**src/sv/midi_output_queue_note_off_keep_core_macros.svh**
```systemverilog
// Assertion macros shared by the queue RTL.
// Both macros expect clk and rst_n in scope.
`ifndef MIDI_OUTPUT_QUEUE_NOTE_OFF_KEEP_CORE_MACROS_SVH
`define MIDI_OUTPUT_QUEUE_NOTE_OFF_KEEP_CORE_MACROS_SVH

// Check a property at every rising clock edge outside reset.
`define MOQ_ASSERT(lbl, prop, msg) \
  lbl: assert property (@(posedge clk) disable iff (!rst_n) (prop)) else $error(msg);

// Check that a condition in one cycle implies another in the next cycle.
`define MOQ_ASSERT_NEXT(lbl, ante, cons, msg) \
  lbl: assert property (@(posedge clk) disable iff (!rst_n) (ante) |=> (cons)) else $error(msg);

`endif

```
**src/sv/moq_pkg.sv**
```systemverilog
`timescale 1ns / 1ps
package moq_pkg;

  localparam int SLOT_COUNT  = 16;
  localparam int NUM_MODULES = 4;
  localparam int OCC_W       = $clog2(SLOT_COUNT + 1);
  localparam int IDX_W       = $clog2(SLOT_COUNT);
  localparam int MOD_W       = 2;

  // Batch limit arithmetic: (max(frame, 24) - 17) / 5
  localparam logic [7:0]  FRAME_MIN  = 8'd24;
  localparam logic [7:0]  FRAME_HDR  = 8'd17;
  localparam logic [15:0] DIV5_MUL   = 16'd205;
  localparam int          DIV5_SHIFT = 10;

  localparam logic [3:0] NIB_NOTE_OFF = 4'h8;
  localparam logic [3:0] NIB_NOTE_ON  = 4'h9;

  // Configuration register indexes
  localparam logic [2:0] REG_QUEUE_LIMIT  = 3'd0;
  localparam logic [2:0] REG_MODULE_COUNT = 3'd1;
  localparam logic [2:0] REG_FIRST_PORTS  = 3'd2;
  localparam logic [2:0] REG_LAST_PORTS   = 3'd3;
  localparam logic [2:0] REG_PORT_COUNTS  = 3'd4;
  localparam logic [2:0] REG_FRAME_BYTES  = 3'd5;

  typedef enum logic [3:0] {
    ST_QUEUED     = 4'd0,
    ST_PORT_ZERO  = 4'd1,
    ST_BAD_LENGTH = 4'd2,
    ST_NOT_STATUS = 4'd3,
    ST_LOCAL_OOR  = 4'd4,
    ST_NO_ROUTE   = 4'd5,
    ST_OVERFLOW   = 4'd6,
    ST_ITEM       = 4'd7,
    ST_EMPTY      = 4'd8
  } status_t;

  // route: module[14:13] local[12:8] global[7:0]
  // msg:   count[25:24] b0[23:16] b1[15:8] b2[7:0]
  typedef struct packed {
    logic [14:0] route;
    logic [25:0] msg;
    logic [31:0] stamp;
  } entry_t;

  typedef struct packed {
    logic             scan;
    logic             pop;
    logic             load;
    logic [IDX_W-1:0] load_idx;
    logic [OCC_W-1:0] occ;
  } cell_ctrl_t;

  function automatic logic note_off(logic [1:0] cnt, logic [7:0] b0, logic [7:0] b2);
    logic res;
    res = 1'b0;
    if (cnt != 2'd0) begin
      if (b0[7:4] == NIB_NOTE_OFF) res = 1'b1;
      else if (b0[7:4] == NIB_NOTE_ON && cnt == 2'd3 && b2 == 8'd0) res = 1'b1;
    end
    return res;
  endfunction

  function automatic logic [5:0] drain_cap(logic [7:0] frame_bytes);
    logic [7:0]  frame;
    logic [15:0] prod;
    frame = (frame_bytes < FRAME_MIN) ? FRAME_MIN : frame_bytes;
    prod  = {8'd0, frame - FRAME_HDR} * DIV5_MUL;
    return prod[DIV5_SHIFT +: 6];
  endfunction

endpackage

```
**src/sv/midi_output_queue_note_off_keep_core.sv**
```systemverilog
`timescale 1ns / 1ps
// Outbound MIDI queue for one bus. Each input word is latched and then
// executed. A drain emits one entry per cycle while the result side is not
// stalled (at most the 16 entries the queue holds), each popping the head of
// the cell chain. The queue is a row of cells that shift toward the head; on
// overflow the chain scans in the same cycle for the oldest entry that is not
// a Note Off and closes the gap, or pops the head when only Note Offs are held
// and the new word is a Note Off. The input side is stalled while a word is
// executing or its batch drains; the result register lets the next word be
// taken while a result still waits. Configuration writes are always ready.
module midi_output_queue_note_off_keep_core (
  input  logic        clk,
  input  logic        rst_n,
  input  logic        in_valid,
  output logic        in_stall,
  input  logic        in_action,
  input  logic [7:0]  in_global_port,
  input  logic [2:0]  in_byte_count,
  input  logic [7:0]  in_byte0,
  input  logic [7:0]  in_byte1,
  input  logic [7:0]  in_byte2,
  output logic        out_valid,
  input  logic        out_stall,
  output logic [3:0]  out_status,
  output logic        out_evicted,
  output logic [1:0]  out_module_id,
  output logic [4:0]  out_module_port,
  output logic [7:0]  out_out_global_port,
  output logic [1:0]  out_out_byte_count,
  output logic [7:0]  out_out_byte0,
  output logic [7:0]  out_out_byte1,
  output logic [7:0]  out_out_byte2,
  output logic [31:0] out_sequence_res,
  output logic        out_last,
  input  logic        cfg_valid,
  output logic        cfg_ready,
  input  logic [2:0]  cfg_index,
  input  logic [31:0] cfg_wdata
);
  import moq_pkg::*;
  `include "midi_output_queue_note_off_keep_core_macros.svh"

  typedef enum logic [1:0] {S_IDLE, S_EXEC, S_DRAIN} state_t;

  state_t           state_r, state_nxt;
  logic [OCC_W-1:0] occ_r, occ_nxt;
  logic [31:0]      seq_r, seq_nxt;
  logic [MOD_W-1:0] mod_r, mod_nxt;
  logic [5:0]       limit_r, limit_nxt;
  logic [5:0]       cnt_r, cnt_nxt;

  // configuration
  logic [4:0]  queue_limit_r;
  logic [2:0]  module_count_r;
  logic [31:0] first_ports_r;
  logic [31:0] last_ports_r;
  logic [19:0] port_counts_r;
  logic [7:0]  frame_bytes_r;

  // latched input word
  logic       act_r;
  logic [7:0] gp_r;
  logic [2:0] bc_r;
  logic [7:0] b0_r, b1_r, b2_r;

  // result register
  logic   out_valid_r, out_valid_nxt;
  logic   emit;
  status_t res_status;
  logic   res_evicted;
  entry_t res_entry;
  logic   res_last;
  status_t out_status_r;
  logic   out_evicted_r;
  entry_t out_entry_r;
  logic   out_last_r;

  // cell chain
  cell_ctrl_t ctrl;
  entry_t     new_entry;
  entry_t     cell_q  [SLOT_COUNT];
  entry_t     right_d [SLOT_COUNT];
  logic       hit     [SLOT_COUNT+1];

  logic out_free;
  logic in_acc;

  assign out_free  = ~out_valid_r | ~out_stall;
  assign in_stall  = (state_r != S_IDLE);
  assign in_acc    = in_valid & ~in_stall;
  assign cfg_ready = 1'b1;

  // Cell row
  assign hit[0] = 1'b0;
  for (genvar k = 0; k < SLOT_COUNT; k++) begin : g_cell
    if (k < SLOT_COUNT - 1) begin : g_mid
      assign right_d[k] = cell_q[k+1];
    end else begin : g_end
      assign right_d[k] = '0;
    end
    moq_cell u_cell (
      .clk        (clk),
      .cell_idx   (IDX_W'(k)),
      .ctrl       (ctrl),
      .hit_in     (hit[k]),
      .hit_out    (hit[k+1]),
      .right_data (right_d[k]),
      .new_data   (new_entry),
      .data       (cell_q[k])
    );
  end

  // Message checks and module search
  logic [2:0]       nm;
  logic [1:0]       cnt2;
  logic [7:0]       b1m, b2m;
  logic             found;
  logic [MOD_W-1:0] m_sel;
  logic [7:0]       first_sel;
  logic [4:0]       pc_sel;
  logic [8:0]       local9;
  logic [OCC_W-1:0] limit_eff;
  logic             at_limit;
  logic             any_keep;
  logic             inc_off;

  always_comb begin
    logic [7:0] f;
    logic [7:0] l;
    nm        = (module_count_r > 3'(NUM_MODULES)) ? 3'(NUM_MODULES) : module_count_r;
    cnt2      = bc_r[1:0];
    b1m       = (bc_r >= 3'd2) ? b1_r : 8'd0;
    b2m       = (bc_r >= 3'd3) ? b2_r : 8'd0;
    found     = 1'b0;
    m_sel     = '0;
    first_sel = '0;
    pc_sel    = '0;
    for (int m = 0; m < NUM_MODULES; m++) begin
      f = first_ports_r[8*m +: 8];
      l = last_ports_r[8*m +: 8];
      if (!found && 3'(m) < nm && gp_r >= f && gp_r <= l) begin
        found     = 1'b1;
        m_sel     = MOD_W'(m);
        first_sel = f;
        pc_sel    = port_counts_r[5*m +: 5];
      end
    end
    local9    = {1'b0, gp_r} - {1'b0, first_sel} + 9'd1;
    limit_eff = (queue_limit_r == 5'd0 || queue_limit_r > 5'(SLOT_COUNT)) ?
                OCC_W'(SLOT_COUNT) : OCC_W'(queue_limit_r);
    at_limit  = occ_r >= limit_eff;
    any_keep  = hit[SLOT_COUNT];
    inc_off   = note_off(cnt2, b0_r, b2m);
  end

  assign new_entry.route = {m_sel, local9[4:0], gp_r};
  assign new_entry.msg   = {cnt2, b0_r, b1m, b2m};
  assign new_entry.stamp = seq_r + 32'd1;

  // Sequencer: execute the latched word, then pop a batch on drain
  always_comb begin
    logic drain_more;
    state_nxt   = state_r;
    occ_nxt     = occ_r;
    seq_nxt     = seq_r;
    mod_nxt     = mod_r;
    limit_nxt   = limit_r;
    cnt_nxt     = cnt_r;
    ctrl        = '0;
    ctrl.occ    = occ_r;
    emit        = 1'b0;
    res_status  = ST_QUEUED;
    res_evicted = 1'b0;
    res_entry   = '0;
    res_last    = 1'b1;
    drain_more  = 1'b0;
    unique case (state_r)
      S_IDLE: begin
        if (in_acc) state_nxt = S_EXEC;
      end
      S_EXEC: begin
        if (out_free) begin
          if (act_r) begin
            if (occ_r == '0) begin
              emit       = 1'b1;
              res_status = ST_EMPTY;
              state_nxt  = S_IDLE;
            end else begin
              mod_nxt   = cell_q[0].route[14:13];
              limit_nxt = ({1'b0, cell_q[0].route[14:13]} < nm) ?
                          drain_cap(frame_bytes_r) : 6'd1;
              cnt_nxt   = '0;
              state_nxt = S_DRAIN;
            end
          end else begin
            emit      = 1'b1;
            state_nxt = S_IDLE;
            if (gp_r == 8'd0) res_status = ST_PORT_ZERO;
            else if (bc_r == 3'd0 || bc_r > 3'd3) res_status = ST_BAD_LENGTH;
            else if (!b0_r[7]) res_status = ST_NOT_STATUS;
            else if (!found) res_status = ST_NO_ROUTE;
            else if (local9 > {4'd0, pc_sel}) res_status = ST_LOCAL_OOR;
            else if (at_limit && !any_keep && !inc_off) res_status = ST_OVERFLOW;
            else begin
              // queue the word, evicting first when at the limit
              res_status    = ST_QUEUED;
              res_evicted   = at_limit;
              res_entry     = new_entry;
              seq_nxt       = seq_r + 32'd1;
              ctrl.load     = 1'b1;
              ctrl.scan     = at_limit & any_keep;
              ctrl.pop      = at_limit & ~any_keep;
              ctrl.load_idx = at_limit ? IDX_W'(occ_r - OCC_W'(1)) : occ_r[IDX_W-1:0];
              occ_nxt       = at_limit ? occ_r : occ_r + OCC_W'(1);
            end
          end
        end
      end
      S_DRAIN: begin
        if (out_free) begin
          drain_more = (occ_r > OCC_W'(1)) && (cnt_r + 6'd1 < limit_r) &&
                       (cell_q[1].route[14:13] == mod_r);
          emit       = 1'b1;
          res_status = ST_ITEM;
          res_entry  = cell_q[0];
          res_last   = ~drain_more;
          ctrl.pop   = 1'b1;
          occ_nxt    = occ_r - OCC_W'(1);
          cnt_nxt    = cnt_r + 6'd1;
          if (!drain_more) state_nxt = S_IDLE;
        end
      end
      default: state_nxt = S_IDLE;
    endcase
  end

  assign out_valid_nxt = emit | (out_valid_r & out_stall);

  // Hold state, configuration, the input word and the result
  always_ff @(posedge clk) begin
    if (!rst_n) begin
      state_r        <= S_IDLE;
      occ_r          <= '0;
      seq_r          <= '0;
      out_valid_r    <= 1'b0;
      queue_limit_r  <= 5'd16;
      module_count_r <= 3'd1;
      first_ports_r  <= 32'd1;
      last_ports_r   <= 32'd16;
      port_counts_r  <= 20'd16;
      frame_bytes_r  <= 8'd24;
    end else begin
      state_r     <= state_nxt;
      occ_r       <= occ_nxt;
      seq_r       <= seq_nxt;
      out_valid_r <= out_valid_nxt;
      if (cfg_valid && cfg_ready) begin
        case (cfg_index)
          REG_QUEUE_LIMIT:  queue_limit_r  <= cfg_wdata[4:0];
          REG_MODULE_COUNT: module_count_r <= cfg_wdata[2:0];
          REG_FIRST_PORTS:  first_ports_r  <= cfg_wdata;
          REG_LAST_PORTS:   last_ports_r   <= cfg_wdata;
          REG_PORT_COUNTS:  port_counts_r  <= cfg_wdata[19:0];
          REG_FRAME_BYTES:  frame_bytes_r  <= cfg_wdata[7:0];
          default: ;
        endcase
      end
    end
    mod_r   <= mod_nxt;
    limit_r <= limit_nxt;
    cnt_r   <= cnt_nxt;
    if (in_acc) begin
      act_r <= in_action;
      gp_r  <= in_global_port;
      bc_r  <= in_byte_count;
      b0_r  <= in_byte0;
      b1_r  <= in_byte1;
      b2_r  <= in_byte2;
    end
    if (emit) begin
      out_status_r  <= res_status;
      out_evicted_r <= res_evicted;
      out_entry_r   <= res_entry;
      out_last_r    <= res_last;
    end
  end

  assign out_valid           = out_valid_r;
  assign out_status          = out_status_r;
  assign out_evicted         = out_evicted_r;
  assign out_module_id       = out_entry_r.route[14:13];
  assign out_module_port     = out_entry_r.route[12:8];
  assign out_out_global_port = out_entry_r.route[7:0];
  assign out_out_byte_count  = out_entry_r.msg[25:24];
  assign out_out_byte0       = out_entry_r.msg[23:16];
  assign out_out_byte1       = out_entry_r.msg[15:8];
  assign out_out_byte2       = out_entry_r.msg[7:0];
  assign out_sequence_res    = out_entry_r.stamp;
  assign out_last            = out_last_r;

  `MOQ_ASSERT(a_occ_bound, occ_r <= OCC_W'(SLOT_COUNT), "occupancy above queue depth")
  `MOQ_ASSERT(a_batch_bound, state_r != S_DRAIN || cnt_r < limit_r, "drain batch past its limit")
  `MOQ_ASSERT_NEXT(a_pop_occ, state_r == S_DRAIN && out_free, occ_r == $past(occ_r) - OCC_W'(1), "drain pop did not shrink occupancy")
  `MOQ_ASSERT(a_evict_queued, !out_valid_r || !out_evicted_r || out_status_r == ST_QUEUED, "eviction flagged on a word that was not queued")

endmodule

```
**src/sv/moq_cell.sv**
```systemverilog
`timescale 1ns / 1ps
module moq_cell (
  input  logic                     clk,
  input  logic [moq_pkg::IDX_W-1:0] cell_idx,
  input  moq_pkg::cell_ctrl_t      ctrl,
  input  logic                     hit_in,
  output logic                     hit_out,
  input  moq_pkg::entry_t          right_data,
  input  moq_pkg::entry_t          new_data,
  output moq_pkg::entry_t          data
);
  import moq_pkg::*;

  entry_t data_r;
  entry_t data_nxt;
  logic   valid;
  logic   keep_off;
  logic   shift;

  // Flag a held entry that is not a Note Off and pass the scan on
  assign valid    = {1'b0, cell_idx} < ctrl.occ;
  assign keep_off = note_off(data_r.msg[25:24], data_r.msg[23:16], data_r.msg[7:0]);
  assign hit_out  = hit_in | (valid & ~keep_off);

  // Shift from the right neighbor at and after the removed entry
  assign shift = ctrl.pop | (ctrl.scan & hit_out);

  always_comb begin
    data_nxt = data_r;
    if (ctrl.load && ctrl.load_idx == cell_idx) data_nxt = new_data;
    else if (shift) data_nxt = right_data;
  end

  always_ff @(posedge clk) begin
    data_r <= data_nxt;
  end

  assign data = data_r;

endmodule

```
**config.mk**
```make
export PLATFORM = sky130hd
export DESIGN_NAME = midi_output_queue_note_off_keep_core
export DESIGN_NICKNAME = d
export VERILOG_FILES = /design/src/sv/moq_pkg.sv /design/src/sv/midi_output_queue_note_off_keep_core.sv /design/src/sv/moq_cell.sv
export VERILOG_INCLUDE_DIRS = /design/src /design/src/sv
export SDC_FILE = /design/constraint.sdc
export NUM_CORES = 2
export LEC_CHECK = 0
export BUFFER_PORTS_ARGS = -buffer_cell sky130_fd_sc_hd__buf_2
export CAP_MARGIN = 20
export CORE_MARGIN = 10
export CORE_UTILIZATION = 59
export CTS_BUF_LIST = sky130_fd_sc_hd__clkbuf_8
export CTS_CLUSTER_SIZE = 20
export DETAILED_ROUTE_END_ITERATION = 8
export GPL_TIMING_DRIVEN = 0
export PLACE_DENSITY = 0.79
export SYNTH_ARGS = -nofsm -noshare
export SYNTH_HDL_FRONTEND = slang
export SYNTH_SLANG_ARGS = --single-unit
```
**constraint.sdc**
```tcl
create_clock -name clk -period 10.2 [get_ports clk]
set_input_delay 1.02 -clock clk [delete_from_list [all_inputs] [get_ports clk]]
set_output_delay 1.02 -clock clk [all_outputs]
set_load 0.005 [all_outputs]
```
==> key figures <==
Global routing
  • GRT Total Usage: 27.47%
  • Pin count of the biggest net entering global routing: 43
  • Initial antenna violation count: 5
  • First-pass GRT wire length: 261600 um
  • Number of global-route vias before repair: 41.28k
  • Grt total ovfl: 0

Outcome
  • Status: finished clean

Clock tree
  • Clk buf depth: 3
  • # hold bufs at CTS: 0
  • CTS tree: built
  • H-tree depth: 4
  • Latest clock arrival within the worst-skew pair: 0.94 ns
  • CTS Buf Count: 223
  • Clock-pin slew of the registers on the worst-case setup and hold paths: 0.06 ns
  • CTS sink count: 1437
  • Clock tree root driver cell: clkbuf_8

Timing
  • Final Hold Vio Count: 0
  • Fin. max-slew vios: 0
  • Final Cycle Share: 95.97%
  • Fmax: 102.2 MHz
  • Crit path time final: 9.789 ns
  • Slew margin rel.: 16.81%
  • RSZ-0062 raised after global routing: no
  • Worst slew pin tran: 1.248 ns
  • Final setup vio count: 0
  • Worst Skew: 0.06297 ns
  • Final worst slack: 0.4114 ns

Synth
  • Fraction of registers with async set/reset: 0%
  • Synth Area in Adders: 3.123%
  • Seq cells post-synth: 1437
  • Top FF cell, synth: edfxtp_1
  • Number of synthesized flops with an enable pin: 1297
  • Post-synthesis compound-gate area fraction: 3.992%
  • Cells after Synth: 4506
  • Synth Area in XOR/XNOR: 0.6839%
  • Mapped cell area: 66600 sq um
  • Mean Syn Cell Area: 14.78 sq um
  • Post-synthesis simple-gate area fraction: 6.760%
  • Ys Warns: 0
  • Post-synthesis mux area share: 19.28%
  • Distinct cells, synth: 81
  • Largest family of logic cells by synthesized area: multiplexers
  • Synth Net Count: 4741
  • Register area share after synthesis: 62.69%

Run
  • Max_cap viols: 0

Min path
  • Worst min-delay path startpoint: in_global_port[7]
  • Worst Hold Depth: 1
  • Worst Hold Class: in -> reg
  • Endpoint of the worst hold path: gp_r[7]$_DFFE_PP_

Detailed routing
  • Via Count: 41.10k
  • Initial detailed-routing violation count: 4928
  • DRC: 0
  • WL/cell: 26.25 um
  • Drt total wl: 176700 um
  • Drt pass-1 iters: 7
  • Via-to-Cell Ratio: 6.107
  • Post-route ant nets: 0

Placed design
  • DP HPWL: 125400 um
  • DP Area: 70900 sq um
  • Placed cell count: 6288
  • Port bufs: 154
  • RD Place Congestion: 0.9510
  • Pre-CTS WS: -1.187 ns

Floorplanning
  • Row cnt: 123
  • Die width: 356.0 um
  • Ports: 158
  • Die Area: 126700 sq um
  • Core area: 112300 sq um
  • Initial core utilization: 59.28%
  • Die height: 356.0 um

Setup path
  • Crit Path Class: reg -> reg
  • Most used cell, CP: buf_4
  • Worst Path Required: 10.80 ns
  • CP Data Arrival Time: 10.39 ns
  • CP Launch Type: flip-flop
  • Max stage delay on crit path: 0.52 ns
  • Setup crit end kind: flip-flop
  • Crit-path leading delay family: buffers and inverters
  • Critical path origin: gp_r[0]$_DFFE_PP_
  • CP max stage cell: edfxtp_1
  • Reg2Reg Launch Point: gp_r[0]$_DFFE_PP_
  • Worst Path Max Fanout: 10
  • R2r endpoint: g_cell[12].u_cell.data[29]$_DFFE_PP_
  • Crit path buf inv count: 17
  • Reg2reg setup slack: 0.41 ns
  • R2R cell count: 38

Finish
  • Area grow syn2layout: 13.01%
  • Final non-filler cell area: 75260 sq um
  • Post-layout util: 66.99%
  • Final Non-Filler Cells: 6731
  • Ratio of cells with drive above 1 in the final layout: 29.57%
  • Fillers: 7839
  • Nets@finish: 5277

Power and ir drop
  • Peak supply drop: 0.1324 mV
  • Pleak: 26.10 nW
  • Power, Total: 0.01121 W
  • Pwr dens: 149.0 nW/um^2
-- per-layer routing --
| layer | part of all wire, % | vias up | global-route usage, % |
|---|---|---|---|
| met2 | 46 | 2071 | 43.50 |
| li1 | - | 18080 | - |
| met5 | 0 | - | 0 |
| met1 | 40 | 20530 | 36.43 |
| met3 | 10 | 420 | 6.712 |
| met4 | 3.8 | 0 | 10.79 |
-- how the worst max path moves through the flow --
stage                                            to  slack, ns  cells after the start
5_1_grt        g_cell[12].u_cell.data[27]$_DFFE_PP_       0.03                     37
6_report       g_cell[12].u_cell.data[29]$_DFFE_PP_       0.41                     38
2_1_floorplan   g_cell[13].u_cell.data[0]$_DFFE_PP_      0.008                     30
3_5_place_dp   g_cell[14].u_cell.data[29]$_DFFE_PP_      -1.19                     35
4_1_cts        g_cell[14].u_cell.data[28]$_DFFE_PP_       0.02                     34
3_3_place_gp    g_cell[4].u_cell.data[18]$_DFFE_PP_      -6.65                     31
-- through the flow --
stage               hold WS [ns]  TNS [ns]
floorplan                 0.4380         0
global placement          0.4484  -5655.20
detailed placement        0.4555   -689.86
CTS                       0.2035         0
global route              0.2270         0
finish                    0.2605         0
-- power breakdown --
group	switching (W)	leakage, nW	internal (W)
Sequential	0.0000203	12.7	0.00635
Clock	0.00230	2.38	0.00213
Combinational	0.000270	11.0	0.000135
Total	0.00259	26.1	0.00862
-- timing repair --
action / 4_1_cts / 5_1_grt
gates resized for setup: 5 / 13
buffers inserted: 23 / 6
setup endpoints to repair: 1565 / 530
pin swaps: 0 / 1
-- logic make-up (layout without fill, tap and decap cells) --
family | Yosys count | in the layout
DFF | 1437 | 1437
muxes | 1134 | 1134
and+or+nand+nor | 876 | 876
buffers and inverters | 474 | 1196
AOI/OAI and AO/OA | 373 | 373
adders and majority gates | 159 | 159
xor gates and xnor gates | 52 | 52
other | 1 | 4
-- layout make-up --
class	count	area [sq um]	share of cell area (%)
diodes	3	7.507	0.009975
plain buffers	299	1655	2.200
clock buffers	231	3179	4.224
clock inverters	180	845.8	1.124
inverters	174	659.4	0.8761
multi-input cells	2595	22640	30.08
flip-flops and latches	1437	41750	55.47
well taps	1500	1877	2.494
repair buffers	312	2648	3.518
-- synthesized netlist by cell type, types with 11 or more instances --
master / n / area, sq um
nand3b_1: 11 / 82.58
a22o_1: 34 / 297.8
mux2i_1: 86 / 860.8
o211ai_1: 19 / 142.6
a222oi_1: 11 / 110.1
edfxtp_1: 1297 / 38950
fa_1: 12 / 240.2
mux2_1: 260 / 2928
nand4_1: 29 / 181.4
inv_1: 174 / 653.1
nor4_1: 46 / 287.8
dfxtp_1: 140 / 2803
and4_1: 17 / 148.9
nor3b_1: 38 / 285.3
nand2_1: 347 / 1303
or2_2: 15 / 93.84
ha_1: 147 / 1839
buf_6: 56 / 630.6
or3_1: 11 / 68.82
xor2_1: 21 / 183.9
clkbuf_1: 167 / 626.9
a31oi_1: 11 / 68.82
mux2_2: 740 / 8333
nand2b_1: 55 / 344.1
a21boi_0: 98 / 735.7
buf_2: 64 / 320.3
and3_1: 13 / 81.33
a21o_1: 17 / 127.6
nand3_1: 60 / 300.3
nor2_1: 75 / 281.5
and2_1: 30 / 187.7
a21oi_1: 38 / 190.2
o21ai_0: 69 / 345.3
xnor2_1: 31 / 271.5
mux2_4: 48 / 720.7
nor3_1: 67 / 335.3
nor2b_1: 23 / 143.9
-- cell usage in the layout (no fill, tap or decap), drive strengths merged, types with 12 or more instances in the layout --
master	Yosys	layout
a22o	34	34
clkbuf	169	400
o21ai	71	71
mux2	1048	1048
nand2	347	347
edfxtp	1297	1297
nor4	46	46
nor2	75	75
fa	12	12
ha	147	147
nand2b	55	55
nor3b	38	38
nand4	36	36
mux2i	86	86
xnor2	31	31
or2	15	15
a21boi	99	99
xor2	21	21
buf	131	441
a21oi	38	38
o211ai	19	19
and4	17	17
dfxtp	140	140
nor3	67	67
a21o	17	17
nand3	60	60
and2	31	31
clkinv	0	81
nor2b	23	23
and3	13	13
inv	174	266
-- registers in the layout (all words and copies together) (netlist names), 4 cells and up --
register,cells
b0_r,8
b1_r,8
b2_r,8
cnt_r,6
first_ports_r,32
frame_bytes_r,8
g_cell.u_cell.data,1168
gp_r,8
last_ports_r,32
limit_r,6
occ_r,5
out_module_port,5
out_out_byte0,8
out_out_byte1,8
out_out_byte2,8
out_out_global_port,8
out_sequence_res,32
out_status,4
port_counts_r,20
queue_limit_r,5
seq_r,32
Note: power is estimated with default switching activity, not from simulation.
